**src/rtl/cbpb_pkg.sv**
```systemverilog
// ----------------------------------------------------------------------------
// cbpb_pkg - shared types and constants for the centred bitmap blitter
// Request payload types, configuration bundle, register indices and
// pixel format codes used by every module of the blitter.
// ----------------------------------------------------------------------------
package cbpb_pkg;

	// field widths
	localparam int DIM_W       = 13;
	localparam int STRIDE_W    = 15;
	localparam int DEPTH_W     = 6;
	localparam int COUNT_W     = 12;
	localparam int ADDR_W      = 26;
	localparam int VALUE_W     = 24;
	localparam int BYTES_W     = 3;
	localparam int CFG_INDEX_W = 4;
	localparam int CFG_DATA_W  = 15;

	// register indices
	localparam logic [CFG_INDEX_W-1:0] CFG_IMAGE_WIDTH   = 4'd0;
	localparam logic [CFG_INDEX_W-1:0] CFG_IMAGE_HEIGHT  = 4'd1;
	localparam logic [CFG_INDEX_W-1:0] CFG_ROWS_BOTTOM   = 4'd2;
	localparam logic [CFG_INDEX_W-1:0] CFG_SCREEN_WIDTH  = 4'd3;
	localparam logic [CFG_INDEX_W-1:0] CFG_SCREEN_HEIGHT = 4'd4;
	localparam logic [CFG_INDEX_W-1:0] CFG_LINE_STRIDE   = 4'd5;
	localparam logic [CFG_INDEX_W-1:0] CFG_DEST_DEPTH    = 4'd6;
	localparam logic [CFG_INDEX_W-1:0] CFG_RED_AT_BIT16  = 4'd7;

	// destination formats
	localparam logic [DEPTH_W-1:0] DEPTH_16 = 6'd16;
	localparam logic [DEPTH_W-1:0] DEPTH_32 = 6'd32;
	localparam logic [BYTES_W-1:0] BYTES_16 = 3'd2;
	localparam logic [BYTES_W-1:0] BYTES_32 = 3'd4;

	typedef struct packed {
		logic [7:0] blue;
		logic [7:0] green;
		logic [7:0] red;
	} pix_in_t;

	typedef struct packed {
		logic [ADDR_W-1:0]  byte_address;
		logic [VALUE_W-1:0] pixel_value;
		logic [BYTES_W-1:0] pixel_bytes;
	} pix_out_t;

	typedef struct packed {
		logic [DIM_W-1:0]    image_width;
		logic [DIM_W-1:0]    image_height;
		logic                rows_bottom_up;
		logic [DIM_W-1:0]    screen_width;
		logic [DIM_W-1:0]    screen_height;
		logic [STRIDE_W-1:0] line_stride_bytes;
		logic [DEPTH_W-1:0]  dest_depth;
		logic                red_at_bit16;
	} cfg_t;

	// placed pixel between the placement stage and the address stage
	typedef struct packed {
		logic [COUNT_W-1:0] dst_x;
		logic [COUNT_W-1:0] dst_y;
		logic [VALUE_W-1:0] pixel_value;
		logic               wide;
	} place_t;

endpackage

```
**src/rtl/cbpb_cfg.sv**
```systemverilog
// ----------------------------------------------------------------------------
// cbpb_cfg - configuration register file
// Holds the eight blitter registers, saturating sizes and stride on write.
// ----------------------------------------------------------------------------
module cbpb_cfg #(
	parameter int MAX_DIMENSION    = 4096,
	parameter int MAX_STRIDE_BYTES = 16384
) (
	input  logic                                clk,
	input  logic                                arst_n,
	input  logic                                cfg_valid,
	output logic                                cfg_ready,
	input  logic [cbpb_pkg::CFG_INDEX_W-1:0]    cfg_index,
	input  logic [cbpb_pkg::CFG_DATA_W-1:0]     cfg_data,
	output cbpb_pkg::cfg_t                      cfg
);

	cbpb_pkg::cfg_t cfg_q;
	logic [cbpb_pkg::DIM_W-1:0]    dim_raw;
	logic [cbpb_pkg::DIM_W-1:0]    dim_sat;
	logic [cbpb_pkg::STRIDE_W-1:0] stride_raw;
	logic [cbpb_pkg::STRIDE_W-1:0] stride_sat;

	assign cfg_ready = 1'b1;
	assign cfg       = cfg_q;

	// saturate sizes into [1, max]
	assign dim_raw    = cfg_data[cbpb_pkg::DIM_W-1:0];
	assign stride_raw = cfg_data[cbpb_pkg::STRIDE_W-1:0];

	always_comb begin
		if (dim_raw == '0) begin
			dim_sat = cbpb_pkg::DIM_W'(1);
		end else if (int'(dim_raw) > MAX_DIMENSION) begin
			dim_sat = cbpb_pkg::DIM_W'(MAX_DIMENSION);
		end else begin
			dim_sat = dim_raw;
		end
		if (stride_raw == '0) begin
			stride_sat = cbpb_pkg::STRIDE_W'(1);
		end else if (int'(stride_raw) > MAX_STRIDE_BYTES) begin
			stride_sat = cbpb_pkg::STRIDE_W'(MAX_STRIDE_BYTES);
		end else begin
			stride_sat = stride_raw;
		end
	end

	// register writes; unknown indices are dropped
	always_ff @(posedge clk or negedge arst_n) begin
		if (!arst_n) begin
			cfg_q.image_width       <= cbpb_pkg::DIM_W'(1);
			cfg_q.image_height      <= cbpb_pkg::DIM_W'(1);
			cfg_q.rows_bottom_up    <= 1'b1;
			cfg_q.screen_width      <= cbpb_pkg::DIM_W'(1);
			cfg_q.screen_height     <= cbpb_pkg::DIM_W'(1);
			cfg_q.line_stride_bytes <= cbpb_pkg::STRIDE_W'(1);
			cfg_q.dest_depth        <= cbpb_pkg::DEPTH_32;
			cfg_q.red_at_bit16      <= 1'b1;
		end else if (cfg_valid) begin
			case (cfg_index)
				cbpb_pkg::CFG_IMAGE_WIDTH:   cfg_q.image_width       <= dim_sat;
				cbpb_pkg::CFG_IMAGE_HEIGHT:  cfg_q.image_height      <= dim_sat;
				cbpb_pkg::CFG_ROWS_BOTTOM:   cfg_q.rows_bottom_up    <= cfg_data[0];
				cbpb_pkg::CFG_SCREEN_WIDTH:  cfg_q.screen_width      <= dim_sat;
				cbpb_pkg::CFG_SCREEN_HEIGHT: cfg_q.screen_height     <= dim_sat;
				cbpb_pkg::CFG_LINE_STRIDE:   cfg_q.line_stride_bytes <= stride_sat;
				cbpb_pkg::CFG_DEST_DEPTH: begin
					cfg_q.dest_depth <= cfg_data[cbpb_pkg::DEPTH_W-1:0];
				end
				cbpb_pkg::CFG_RED_AT_BIT16:  cfg_q.red_at_bit16      <= cfg_data[0];
				default: ;
			endcase
		end
	end

endmodule

```
**src/rtl/cbpb_place.sv**
```systemverilog
// ----------------------------------------------------------------------------
// cbpb_place - pixel counters, clipping, centring and colour packing
// Captures each request with its column and row, then decides visibility,
// screen coordinates and the packed colour for the address stage.
// ----------------------------------------------------------------------------
module cbpb_place (
	input  logic                  clk,
	input  logic                  arst_n,
	input  cbpb_pkg::cfg_t        cfg,
	input  logic                  in_valid,
	output logic                  in_ready,
	input  cbpb_pkg::pix_in_t     in_data,
	output logic                  place_valid,
	input  logic                  place_take,
	output cbpb_pkg::place_t      place_data
);

	localparam int DW = cbpb_pkg::DIM_W;
	localparam int CW = cbpb_pkg::COUNT_W;

	logic [CW-1:0]     col_q, row_q;
	logic [DW-1:0]     col_next, row_next;
	logic              in_take;

	logic              valid_s1;
	cbpb_pkg::pix_in_t pix_s1;
	logic [CW-1:0]     col_s1, row_s1;
	logic              move_s1;

	logic              valid_s2;
	cbpb_pkg::place_t  data_s2;

	logic [DW-1:0]     draw_w, draw_h, off_x, off_y, y_img, sum_x, sum_y;
	logic              visible, on_screen, write;
	cbpb_pkg::place_t  placed;

	assign in_take  = in_valid && in_ready;
	assign move_s1  = valid_s1 && (!valid_s2 || place_take);
	assign in_ready = !valid_s1 || move_s1;

	// column and row counters, wrapping at the image size
	assign col_next = {1'b0, col_q} + DW'(1);
	assign row_next = {1'b0, row_q} + DW'(1);

	always_ff @(posedge clk or negedge arst_n) begin
		if (!arst_n) begin
			col_q <= '0;
			row_q <= '0;
		end else if (in_take) begin
			if (col_next >= cfg.image_width) begin
				col_q <= '0;
				if (row_next >= cfg.image_height) begin
					row_q <= '0;
				end else begin
					row_q <= row_next[CW-1:0];
				end
			end else begin
				col_q <= col_next[CW-1:0];
			end
		end
	end

	// input register
	always_ff @(posedge clk or negedge arst_n) begin
		if (!arst_n) begin
			valid_s1 <= 1'b0;
		end else if (in_ready) begin
			valid_s1 <= in_valid;
		end
	end

	always_ff @(posedge clk) begin
		if (in_take) begin
			pix_s1 <= in_data;
			col_s1 <= col_q;
			row_s1 <= row_q;
		end
	end

	// clip and centre
	always_comb begin
		draw_w  = (cfg.image_width  < cfg.screen_width)  ? cfg.image_width  : cfg.screen_width;
		draw_h  = (cfg.image_height < cfg.screen_height) ? cfg.image_height : cfg.screen_height;
		off_x   = (cfg.screen_width  - draw_w) >> 1;
		off_y   = (cfg.screen_height - draw_h) >> 1;
		visible = ({1'b0, col_s1} < cfg.image_width) && ({1'b0, row_s1} < cfg.image_height);
		y_img   = cfg.rows_bottom_up ? (cfg.image_height - DW'(1) - {1'b0, row_s1})
		                             : {1'b0, row_s1};
		on_screen = visible && ({1'b0, col_s1} < draw_w) && (y_img < draw_h);
		write   = on_screen && ((cfg.dest_depth == cbpb_pkg::DEPTH_32) ||
		                        (cfg.dest_depth == cbpb_pkg::DEPTH_16));
		sum_x   = off_x + {1'b0, col_s1};
		sum_y   = off_y + y_img;

		placed.dst_x = sum_x[CW-1:0];
		placed.dst_y = sum_y[CW-1:0];
		placed.wide  = (cfg.dest_depth == cbpb_pkg::DEPTH_32);
		if (cfg.dest_depth == cbpb_pkg::DEPTH_32) begin
			if (cfg.red_at_bit16) begin
				placed.pixel_value = {pix_s1.red, pix_s1.green, pix_s1.blue};
			end else begin
				placed.pixel_value = {pix_s1.blue, pix_s1.green, pix_s1.red};
			end
		end else begin
			// RGB565
			placed.pixel_value = {8'd0, pix_s1.red[7:3], pix_s1.green[7:2],
			                      pix_s1.blue[7:3]};
		end
	end

	// placement register; pixels off screen leave no request behind
	always_ff @(posedge clk or negedge arst_n) begin
		if (!arst_n) begin
			valid_s2 <= 1'b0;
		end else if (move_s1) begin
			valid_s2 <= write;
		end else if (place_take) begin
			valid_s2 <= 1'b0;
		end
	end

	always_ff @(posedge clk) begin
		if (move_s1) begin
			data_s2 <= placed;
		end
	end

	assign place_valid = valid_s2;
	assign place_data  = data_s2;

endmodule

```
**src/rtl/cbpb_addr.sv**
```systemverilog
// ----------------------------------------------------------------------------
// cbpb_addr - framebuffer address and output register
// Forms dst_y * stride + dst_x * bytes and holds the finished write request.
// ----------------------------------------------------------------------------
module cbpb_addr (
	input  logic                               clk,
	input  logic                               arst_n,
	input  logic [cbpb_pkg::STRIDE_W-1:0]      line_stride_bytes,
	input  logic                               place_valid,
	output logic                               place_take,
	input  cbpb_pkg::place_t                   place_data,
	output logic                               out_valid,
	input  logic                               out_ready,
	output cbpb_pkg::pix_out_t                 out_data
);

	localparam int CW   = cbpb_pkg::COUNT_W;
	localparam int PW   = CW + cbpb_pkg::STRIDE_W;
	localparam int AW   = cbpb_pkg::ADDR_W;

	logic [PW-1:0]       row_offset;
	logic [CW+1:0]       col_offset;
	logic [PW:0]         addr_sum;
	cbpb_pkg::pix_out_t  result;
	logic                out_valid_q;
	cbpb_pkg::pix_out_t  out_data_q;

	assign place_take = place_valid && (!out_valid_q || out_ready);

	// row start times stride, plus column scaled by pixel size
	always_comb begin
		row_offset = PW'(place_data.dst_y) * PW'(line_stride_bytes);
		col_offset = place_data.wide ? {place_data.dst_x, 2'b00}
		                             : {1'b0, place_data.dst_x, 1'b0};
		addr_sum   = {1'b0, row_offset} + (PW+1)'(col_offset);
		result.byte_address = addr_sum[AW-1:0];
		result.pixel_value  = place_data.pixel_value;
		result.pixel_bytes  = place_data.wide ? cbpb_pkg::BYTES_32 : cbpb_pkg::BYTES_16;
	end

	// output register
	always_ff @(posedge clk or negedge arst_n) begin
		if (!arst_n) begin
			out_valid_q <= 1'b0;
		end else if (place_take) begin
			out_valid_q <= 1'b1;
		end else if (out_ready) begin
			out_valid_q <= 1'b0;
		end
	end

	always_ff @(posedge clk) begin
		if (place_take) begin
			out_data_q <= result;
		end
	end

	assign out_valid = out_valid_q;
	assign out_data  = out_data_q;

endmodule

```
**src/rtl/centered_bitmap_pixel_blitter_unit.sv**
```systemverilog
// ----------------------------------------------------------------------------
// centered_bitmap_pixel_blitter_unit - centred bitmap to framebuffer blitter
// Turns a stream of source bitmap pixels into framebuffer write requests.
//
// Input channel (in_valid/in_ready/in_data): one blue/green/red pixel per
// request, in file order. Column and row counters place each pixel; the image
// is clipped to the screen and centred, and only visible pixels in a 16 or
// 32 bit destination depth produce a request on the output channel
// (out_valid/out_ready/out_data) with byte address, packed value and size.
// Configuration channel (cfg_valid/cfg_ready/cfg_index/cfg_data) is always
// ready; write it only while no pixel is in flight. Writes leave the
// counters alone.
//
// An accepted pixel passes the input register, loaded at the accepting edge,
// then the placement register, then the output register with the stride
// multiplier in front, which raises out_valid. Throughput: one pixel per
// cycle while out_ready stays high. Reset clears the counters, empties the
// pipeline and loads the register defaults. A stalled receiver holds the
// output request; the pipeline fills up behind it and in_ready drops once
// all three stages are occupied.
// ----------------------------------------------------------------------------
module centered_bitmap_pixel_blitter_unit #(
	parameter int MAX_DIMENSION    = 4096,
	parameter int MAX_STRIDE_BYTES = 16384
) (
	input  logic                             clk,
	input  logic                             arst_n,
	input  logic                             cfg_valid,
	output logic                             cfg_ready,
	input  logic [cbpb_pkg::CFG_INDEX_W-1:0] cfg_index,
	input  logic [cbpb_pkg::CFG_DATA_W-1:0]  cfg_data,
	input  logic                             in_valid,
	output logic                             in_ready,
	input  cbpb_pkg::pix_in_t                in_data,
	output logic                             out_valid,
	input  logic                             out_ready,
	output cbpb_pkg::pix_out_t               out_data
);

	cbpb_pkg::cfg_t   cfg;
	logic             place_valid;
	logic             place_take;
	cbpb_pkg::place_t place_data;

	// register file
	cbpb_cfg #(
		.MAX_DIMENSION    (MAX_DIMENSION),
		.MAX_STRIDE_BYTES (MAX_STRIDE_BYTES)
	) u_cfg (
		.clk       (clk),
		.arst_n    (arst_n),
		.cfg_valid (cfg_valid),
		.cfg_ready (cfg_ready),
		.cfg_index (cfg_index),
		.cfg_data  (cfg_data),
		.cfg       (cfg)
	);

	// counters, clipping and packing
	cbpb_place u_place (
		.clk         (clk),
		.arst_n      (arst_n),
		.cfg         (cfg),
		.in_valid    (in_valid),
		.in_ready    (in_ready),
		.in_data     (in_data),
		.place_valid (place_valid),
		.place_take  (place_take),
		.place_data  (place_data)
	);

	// address and output register
	cbpb_addr u_addr (
		.clk               (clk),
		.arst_n            (arst_n),
		.line_stride_bytes (cfg.line_stride_bytes),
		.place_valid       (place_valid),
		.place_take        (place_take),
		.place_data        (place_data),
		.out_valid         (out_valid),
		.out_ready         (out_ready),
		.out_data          (out_data)
	);

	// input only stalls when the output is blocked
	a_stall_source: assert property (@(posedge clk) disable iff (!arst_n)
		!in_ready |-> (out_valid && !out_ready && place_valid))
		else $error("input stalled without output back-pressure");

	// request size is always 2 or 4 bytes
	a_bytes_legal: assert property (@(posedge clk) disable iff (!arst_n)
		out_valid |-> (out_data.pixel_bytes == cbpb_pkg::BYTES_16 ||
		               out_data.pixel_bytes == cbpb_pkg::BYTES_32))
		else $error("illegal pixel size");

	// RGB565 occupies only the low 16 bits
	a_rgb565_narrow: assert property (@(posedge clk) disable iff (!arst_n)
		(out_valid && out_data.pixel_bytes == cbpb_pkg::BYTES_16)
			|-> (out_data.pixel_value[23:16] == 8'd0))
		else $error("16-bit pixel with upper bits set");

	// a placed pixel is moved into a free or draining output register
	a_place_handoff: assert property (@(posedge clk) disable iff (!arst_n)
		(place_valid && !out_valid) |-> place_take)
		else $error("placed pixel not taken by empty output stage");

endmodule

```
**config.mk**
```make
export PLATFORM = sky130hd
export DESIGN_NAME = centered_bitmap_pixel_blitter_unit
export DESIGN_NICKNAME = d
export VERILOG_FILES = /design/src/rtl/cbpb_pkg.sv /design/src/rtl/cbpb_cfg.sv /design/src/rtl/cbpb_place.sv /design/src/rtl/cbpb_addr.sv /design/src/rtl/centered_bitmap_pixel_blitter_unit.sv
export SDC_FILE = /design/constraint.sdc
export NUM_CORES = 1
export LEC_CHECK = 0
export ABC_AREA = 1
export BUFFER_PORTS_ARGS = -buffer_cell sky130_fd_sc_hd__clkbuf_2
export CAP_MARGIN = 40
export CORE_MARGIN = 5
export CORE_UTILIZATION = 35
export DETAILED_ROUTE_END_ITERATION = 6
export GPL_ROUTABILITY_DRIVEN = 0
export HOLD_SLACK_MARGIN = 0.12
export PLACE_DENSITY = 0.56
export SLEW_MARGIN = 10
export SYNTH_ARGS = -nofsm -noshare
export SYNTH_HDL_FRONTEND = slang
export SYNTH_SLANG_ARGS = --single-unit
```
**constraint.sdc**
```tcl
create_clock -name clk -period 6 [get_ports clk]
set_input_delay 0.6 -clock clk [delete_from_list [all_inputs] [get_ports clk]]
set_output_delay 0.6 -clock clk [all_outputs]
set_load 0.01 [all_outputs]
```
==> results.yml, run 1 <==
status:
  status: "finished, violations left"
  violations: "design-rule violations"
clock_network:
  tritoncts: "built"
  cts_buffers: 30
  clk_latency_ns: 0.57
  cts.sink_count: 251
  htreeDepth: 1
  cts-root-buf: "clkbuf_16"
  cts_buffer_depth: 3
  clk_pin_slew_ns: 0.06
  cts_resized: 0
timing:
  slew_viol_final: 0
  worst_slew_pin_slew_ns: 0.867
  fin_skew_ns: 0.0113
  fin_crit_sh: 0.911
  min_period_ns: 5.47
  hold_viol_final: 0
  grt_setup_unrepaired: "no"
  setup_tns_ns: 0
  slew_headroom: 0.422
  fmax_ghz: 0.183
  setup_viol: 0
floorplan:
  die_h_um: 257
  fp.dieArea_mm2: 0.0660
  coreArea_mm2: 0.0604
  ios: 104
  die_w_um: 257
  start_util: 0.353
  row_count: 90
worst_setup_path:
  start_kind: "flip-flop"
  crit_path_max_fanout: 15
  crit_type: "reg -> reg"
  end_kind: "flip-flop"
  cp.required_ns: 6.30
  worstPathArrival_ns: 5.76
layout:
  drive_gt1_frac: 0.0798
  fin_nets: 3037
  areaGrowthSynthToFinish_pct: 11.6
  diodes: 0
route:
  totalWireLength_mm: 52.2
  drc_errors: 2
  drt-pass1-iter-count: 7
  wl_per_cell_um: 15.2
  drt_iter0_drc: 938
  ant_nets: 0
  viasPerCell: 4.77
  vias: 16406
logic_synthesis:
  yosysWarnings: 0
  synth_edf_count: 149
  syn_area_mm2: 0.0213
  ys_seq_area_frac: 0.330
  synth-simple-area-share: 0.184
  synth-seq-cells: 251
  yosysUniqueCellTypes: 52
  synth_compound_area_frac: 0.0849
  synth_top_family_by_area: "adder cells"
  async_reset_ff_frac: 0.406
  synthAdderAreaFrac: 0.261
  syn_avg_cell_area_um2: 8.40
  synthMuxAreaShare: 0.00282
  synthFlopType: "edfxtp_1"
  synth_xor_area_frac: 0.0328
  synth_cells: 2540
  syn_nets: 2945
placement:
  dp_hpwl_mm: 42.5
  io_buffers: 101
global_route:
  grt_usage: 0.156
  overflow: 0
  antenna_found_initial: 0
  grt_pass1_wl_mm: 85.7
  first_global_vias: 16493
  grt_max_degree: 71
min_path:
  min_path_type: "in -> reg"
run:
  maxCapViolCount: 0
## state kept, by name (all words and copies together) (netlist names)
| signal | count |
|---|---|
| u_place.row_s1 | 12 |
| u_place.place_valid | 1 |
| u_place.col_q | 12 |
| u_addr.out_data | 52 |
| u_place.pix_s1 | 24 |
| u_place.row_q | 12 |
| u_cfg.cfg | 75 |
| u_place.col_s1 | 12 |
| u_place.place_data | 49 |
| u_addr.out_valid | 1 |
| u_place.valid_s1 | 1 |
## worst max-delay path: stages, from the launching register on
cell	delay, ns
edfxtp_1	0.71
nand2_1	0.16
fa_1	0.52
fa_1	0.56
inv_1	0.06
fa_1	0.46
fa_1	0.54
inv_1	0.05
fa_1	0.52
inv_1	0.04
ha_1	0.33
a21oi_1	0.17
inv_1	0.05
nor2_1	0.13
o21ai_0	0.09
a21oi_1	0.23
nor2_1	0.07
nor2_1	0.23
o31ai_1	0.12
xor2_1	0.14
## area by class of cell
class	count	area (µm²)
clock buffer	36	795
tap	782	978
sequential	251	7040
fill	6082	36600
clock inverter	19	265
multi-input combinational	1700	12100
timing repair buffer	113	633
inverter	536	2020
## path summary, 6_finish.rpt
kind | startpoint | endpoint | slack (ns) | cells after the start
hold reg to reg | u_place.place_data[23] | u_addr.out_data[25] | 0.42 | 0
min in group asynchronous | arst_n | u_cfg.cfg[38] | 0.56 | 2
setup / recovery | u_place.place_data[30] | u_addr.out_data[52] | 0.53 | 19
hold / removal | in_data[13] | u_place.pix_s1[13] | 0.20 | 1
setup reg to reg | u_place.place_data[30] | u_addr.out_data[52] | 0.53 | 19
max in group asynchronous | arst_n | u_cfg.cfg[7] | 4.37 | 4
## per-stage QoR
step                      utilization  hold slack (ns)  setup slack [ns]  instances  instance area, µm²
after floorplan                     -            0.304             0.870       2540               21300
final                           0.394            0.204             0.533       3437               23800
after global placement          0.376            0.401             0.577       3378               22700
after CTS                       0.394            0.166             0.516       3437               23800
after detailed placement        0.377            0.405             0.534       3381               22700
after global routing            0.394            0.176             0.144       3437               23800
## kinds of logic (layout without fill, tap and decap cells)
logic type	count (synthesis)	after routing
simple gates	923	923
fa+ha+maj	357	357
compound gates	332	332
buf+inv	589	704
mux	6	6
other cells	2	2
flops	251	251
xor+xnor	80	80
## cell usage after synthesis, drive strengths merged (8+ instances only)
library cell,count,share of area
xor2,58,0.024
edfxtp,149,0.21
nand2,639,0.12
o21ai,150,0.035
nor2,133,0.026
nand3,91,0.026
clkbuf,48,0.0084
xnor2,22,0.0090
o21bai,9,0.0032
a31oi,13,0.0038
fa,146,0.14
inv,534,0.094
dfrtp,94,0.11
ha,211,0.12
nand4,27,0.0079
nor3,22,0.0059
dfstp,8,0.0099
a21oi,120,0.029
o22ai,12,0.0035
## routing by layer
metal	part of all wire	global-route usage	wire length, µm
met5	0	0	0
met4	0.021	0.0316	1120
met3	0.053	0.0228	2790
met2	0.46	0.257	23800
met1	0.47	0.223	24400
## cells in the final DEF (no fill, tap or decap), types with 4 or more instances in the layout
cell	Yosys	layout
o31ai_1	5	5
nor2_1	125	125
o21ai_0	148	148
o211ai_1	4	4
xnor2_1	22	22
nand3_1	82	82
inv_2	5	7
o21bai_1	9	9
fa_1	146	146
clkbuf_1	48	5
dfstp_2	8	8
clkbuf_2	0	100
nand3_4	6	6
ha_1	211	211
clkinv_1	2	5
buf_4	2	10
clkinv_2	0	4
a21o_1	5	5
nand2_1	626	626
clkbuf_16	0	31
o22ai_1	12	12
bufinv_16	0	6
nor3_1	19	19
a31oi_1	13	13
nand2_2	8	8
a21oi_1	119	118
dfrtp_1	94	94
nor2_4	5	5
inv_1	527	525
nand2_4	5	5
mux2i_1	6	6
xor2_1	58	58
nand4_1	27	27
nand3b_1	5	5
edfxtp_1	149	149
## what timing repair did
item | 4_1_cts | 5_1_grt
buffers inserted | 0 | 0
hold endpoints to repair | 34 | 0
hold buffers | 1 | 0
Power of run 1 is left out: the tool's default activity adds up to more than one toggle a clock period on the data nets, which glitch-free logic cannot reach.
==> run 2: changes to the inputs <==
BUFFER_PORTS_ARGS = -buffer_cell sky130_fd_sc_hd__buf_2   (was -buffer_cell sky130_fd_sc_hd__clkbuf_2)
==> run 2 against run 1 <==
The run now ends clean. Clock skew increased by 0.0059 ns. Wire length is 0.11% higher. Global-route usage about the same. Register-to-register slack about the same. First-iteration DRC count grew 4.8%. Die area stayed put. Fmax shrank 0.16%. Worst hold slack got worse by 0.019 ns. Via count is 0.33% higher. Sequential share of layout area is essentially flat. Cell count about the same. Worst setup slack lost 0.0088 ns.
==> results.yml, run 2 (same netlist as run 1, synthesis figures left out) <==
status:
  status: "completed"
timing:
  min_period_ns: 5.48
  fin_crit_sh: 0.913
  setup_viol: 0
  slew_viol_final: 0
  hold_viol_final: 0
  fmax_ghz: 0.183
  grt_setup_unrepaired: "no"
  worst_slew_pin_slew_ns: 0.877
  fin_skew_ns: 0.0171
  setup_tns_ns: 0
  slew_headroom: 0.415
layout:
  final_common_cell: "nand2_1"
  fin_area_mm2: 0.0238
  drive_gt1_frac: 0.0813
  largest_reg_flops: 75
  areaGrowthSynthToFinish_pct: 11.5
  fillCellCount: 6076
  fin_nets: 3039
  final_cell_mix: "nand2_1 (626), inv_1 (525), ha_1 (211), edfxtp_1 (149), o21ai_0 (148)"
  diodes: 0
clock_network:
  clk_latency_ns: 0.59
  cts.sink_count: 251
  cts_buffers: 31
  tritoncts: "built"
  cts_buffer_depth: 3
  cts_resized: 0
  clk_pin_slew_ns: 0.06
  htreeDepth: 1
  cts_setup_buffers: 0
  cts-root-buf: "clkbuf_16"
run:
  maxCapViolCount: 0
route:
  drt_iter0_drc: 983
  drt-pass1-iter-count: 5
  vias: 16460
  viasPerCell: 4.78
  totalWireLength_mm: 52.2
  wl_per_cell_um: 15.2
  drc_errors: 0
  ant_nets: 0
floorplan:
  die_w_um: 257
  start_util: 0.353
  coreArea_mm2: 0.0604
  ios: 104
  die_h_um: 257
  row_count: 90
  fp.dieArea_mm2: 0.0660
global_route:
  grt_usage: 0.156
  grt_max_degree: 71
  antenna_found_initial: 0
  overflow: 0
  first_global_vias: 16651
  grt_pass1_wl_mm: 85.3
worst_setup_path:
  crit_path_max_fanout: 15
  worstPathArrival_ns: 5.79
  cp.required_ns: 6.31
  start_kind: "flip-flop"
  end_kind: "flip-flop"
  crit_type: "reg -> reg"
  reg2reg_slack_ns: 0.52
placement:
  place_area_mm2: 0.0227
  io_buffers: 101
  dp_hpwl_mm: 42.5
min_path:
  min_path_type: "in -> reg"
==> run 2: changes by cell type in the layout (fill, tap and decap cells not counted) <==
| cell | change |
|---|---|
| bufinv_16 | -2 |
| inv_6 | +1 |
| buf_4 | +1 |
| buf_2 | +100 |
| clkinv_2 | +2 |
| inv_16 | +1 |
| clkbuf_2 | -100 |
| clkbuf_1 | -1 |
| clkinv_4 | +1 |
==> run 2: cell type report <==
class	instances	area, µm²	area share
multi-input combinational	1700	12100	0.507
sequential	251	7040	0.296
inverter	536	2020	0.0849
tap	782	978	0.0411
clock buffer	35	791	0.0332
timing repair buffer	114	641	0.0269
clock inverter	22	253	0.0106
==> run 2: routing by layer <==
metal  global-route usage  vias up  wire length [µm]
met3               0.0235       90              3010
met4               0.0424        0              1640
li1                     -     8216                 -
met5                    0        -                 0
met2                0.255      422             23300
met1                0.218     7732             24300
==> run 2: per-stage QoR <==
stage               utilization  hold WS, ns  worst slack [ns]  instances
floorplan                     -        0.304             0.870       2540
global placement          0.376        0.401             0.568       3379
detailed placement        0.377        0.405             0.515       3382
CTS                       0.394        0.142             0.484       3440
global route              0.394        0.155             0.112       3440
finish                    0.394        0.185             0.524       3440
==> run 2: what timing repair did <==
action                     in CTS  in global routing
setup endpoints to repair       0                  0
hold buffers                    1                  0
hold endpoints to repair       34                  0
==> run 2: worst paths after layout <==
kind | cells past startpoint | endpoint | startpoint
hold reg to reg | 0 | u_addr.out_data[4] | u_place.place_data[2]
max in group asynchronous | 4 | u_cfg.cfg[7] | arst_n
setup reg to reg | 21 | u_addr.out_data[52] | u_place.place_data[28]
min in group asynchronous | 2 | u_place.col_q[3] | arst_n
hold / removal | 1 | u_place.pix_s1[8] | in_data[8]
setup / recovery | 21 | u_addr.out_data[52] | u_place.place_data[28]
==> run 2: critical path: stages, from the launching register on <==
cell      delay, ns
edfxtp_1       0.68
nand2_1        0.15
fa_1           0.56
inv_1          0.05
fa_1           0.51
inv_1          0.06
fa_1           0.53
inv_1          0.05
fa_1           0.47
inv_1          0.05
fa_1           0.47
inv_1          0.04
ha_1           0.33
a21oi_1        0.19
nor2_1         0.06
nor2_1         0.11
o21ai_0        0.09
a21oi_1        0.25
nor2_1         0.07
nor2_1         0.21
o31ai_1        0.12
xor2_1         0.15
Power of run 2 is left out for the same reason.
==> run 3: changes to the inputs <==
CTS_CLUSTER_SIZE = 20   (was unset)
clock period = 6.3 ns   (was 6 ns; I/O delays follow)
==> run 3 against run 2 <==
Wire length rose by 0.41%. Final area about the same. Worst setup slack improved by 0.21 ns. Worst hold slack improved by 0.039 ns. Via count is 0.49% higher. Clock skew increased by 0.0056 ns. Critical endpoint unchanged. Largest cell class unchanged. Highest routed layer unchanged.
==> results.yml, run 3 (same netlist as run 1, synthesis figures left out) <==
status:
  status: "completed"
timing:
  hold_viol_final: 0
  fmax_ghz: 0.180
  fin_skew_ns: 0.0228
  setup_viol: 0
  setup_tns_ns: 0
  min_period_ns: 5.57
  slew_viol_final: 0
  worst_slack_ns: 0.731
  worst_slew_pin_slew_ns: 0.856
  slew_headroom: 0.429
  hold_ws_ns: 0.224
  fin_crit_sh: 0.884
  grt_setup_unrepaired: "no"
route:
  wl_per_cell_um: 15.3
  ant_nets: 0
  drt_iter0_drc: 1022
  vias: 16541
  viasPerCell: 4.81
  drt-pass1-iter-count: 5
  drc_errors: 0
  totalWireLength_mm: 52.4
layout:
  fin_nets: 3038
  drive_gt1_frac: 0.0809
  largest_reg_flops: 75
  areaGrowthSynthToFinish_pct: 11.5
  utilization: 0.394
  diodes: 0
  final_common_cell: "nand2_1"
  final_cell_mix: "nand2_1 (626), inv_1 (525), ha_1 (211), edfxtp_1 (149), o21ai_0 (148)"
clock_network:
  cts.sink_count: 251
  cts_buffer_depth: 3
  clk_latency_ns: 0.58
  tritoncts: "built"
  cts_setup_buffers: 0
  cts_buffers: 30
  htreeDepth: 1
  cts-root-buf: "clkbuf_16"
  cts_resized: 0
  clk_pin_slew_ns: 0.06
global_route:
  grt_usage: 0.158
  grt_pass1_wl_mm: 87.0
  grt_max_degree: 71
  first_global_vias: 16685
  overflow: 0
  antenna_found_initial: 0
worst_setup_path:
  start_kind: "flip-flop"
  reg2reg_slack_ns: 0.73
  worstSetupStartpoint: "u_place.place_data[27]"
  crit_path_max_fanout: 15
  r2r-start: "u_place.place_data[27]"
  worstPathArrival_ns: 5.87
  cp.required_ns: 6.60
  crit_type: "reg -> reg"
  r2r-end: "u_addr.out_data[52]"
  reg2reg_depth: 21
  end_kind: "flip-flop"
  endpoint: "u_addr.out_data[52]"
floorplan:
  fp.dieArea_mm2: 0.0660
  die_w_um: 257
  die_h_um: 257
  start_util: 0.353
  ios: 104
  coreArea_mm2: 0.0604
  row_count: 90
min_path:
  min_path_type: "in -> reg"
  hold_depth: 1
placement:
  place_worst_setup_slack_ns: 0.766
  dp_hpwl_mm: 42.7
  io_buffers: 101
run:
  maxCapViolCount: 0
[run 3: critical path, cell delays in order (launching register included)]
cell and delay [ns]:
edfxtp_1 0.62, nand2_1 0.15, inv_1 0.07, fa_1 0.53, inv_1 0.06, fa_1 0.52
inv_1 0.05, fa_1 0.51, fa_1 0.50, inv_1 0.05, fa_1 0.53, inv_1 0.05
ha_1 0.33, a21oi_1 0.18, inv_1 0.06, nor2_1 0.15, o21ai_0 0.11, a21oi_1 0.26
nor2_1 0.07, nor2_1 0.23, o31ai_1 0.12, xor2_1 0.14
[run 3: stage by stage]
step           std cells  cell area [µm²]
2_1_floorplan       2540            21300
3_3_place_gp        3379            22700
3_5_place_dp        3382            22700
4_1_cts             3439            23800
5_1_grt             3439            23800
6_report            3439            23800
[run 3: metal layers]
layer,GRT usage,wire [µm]
met5,0,0
met1,0.224,24500
met2,0.260,23800
met4,0.0379,1420
met3,0.0223,2690
[run 3: worst min-delay path by stage]
| stage | end | slack, ns | startpoint |
|---|---|---|---|
| finish | u_place.pix_s1[4] | 0.22 | in_data[4] |
| global route | u_place.pix_s1[18] | 0.19 | in_data[18] |
| CTS | u_place.pix_s1[4] | 0.19 | in_data[4] |
| detailed placement | u_addr.out_data[13] | 0.40 | u_place.place_data[11] |
| global placement | u_addr.out_data[15] | 0.40 | u_place.place_data[13] |
| floorplan | u_addr.out_valid | 0.33 | arst_n |
[run 3: area by class of cell]
type | instances | area (µm²)
inverter | 536 | 2020
multi-input combinational | 1700 | 12100
clock inverter | 19 | 249
clock buffer | 37 | 797
tap | 782 | 978
sequential | 251 | 7040
timing repair buffer | 114 | 633
fill | 6080 | 36600
[run 3: repair_timing]
action                                  in CTS  in global routing
endpoints found under the setup margin       0                  0
endpoints found under the hold margin       23                  0
hold buffers                                 1                  0
Power of run 3 is left out for the same reason.
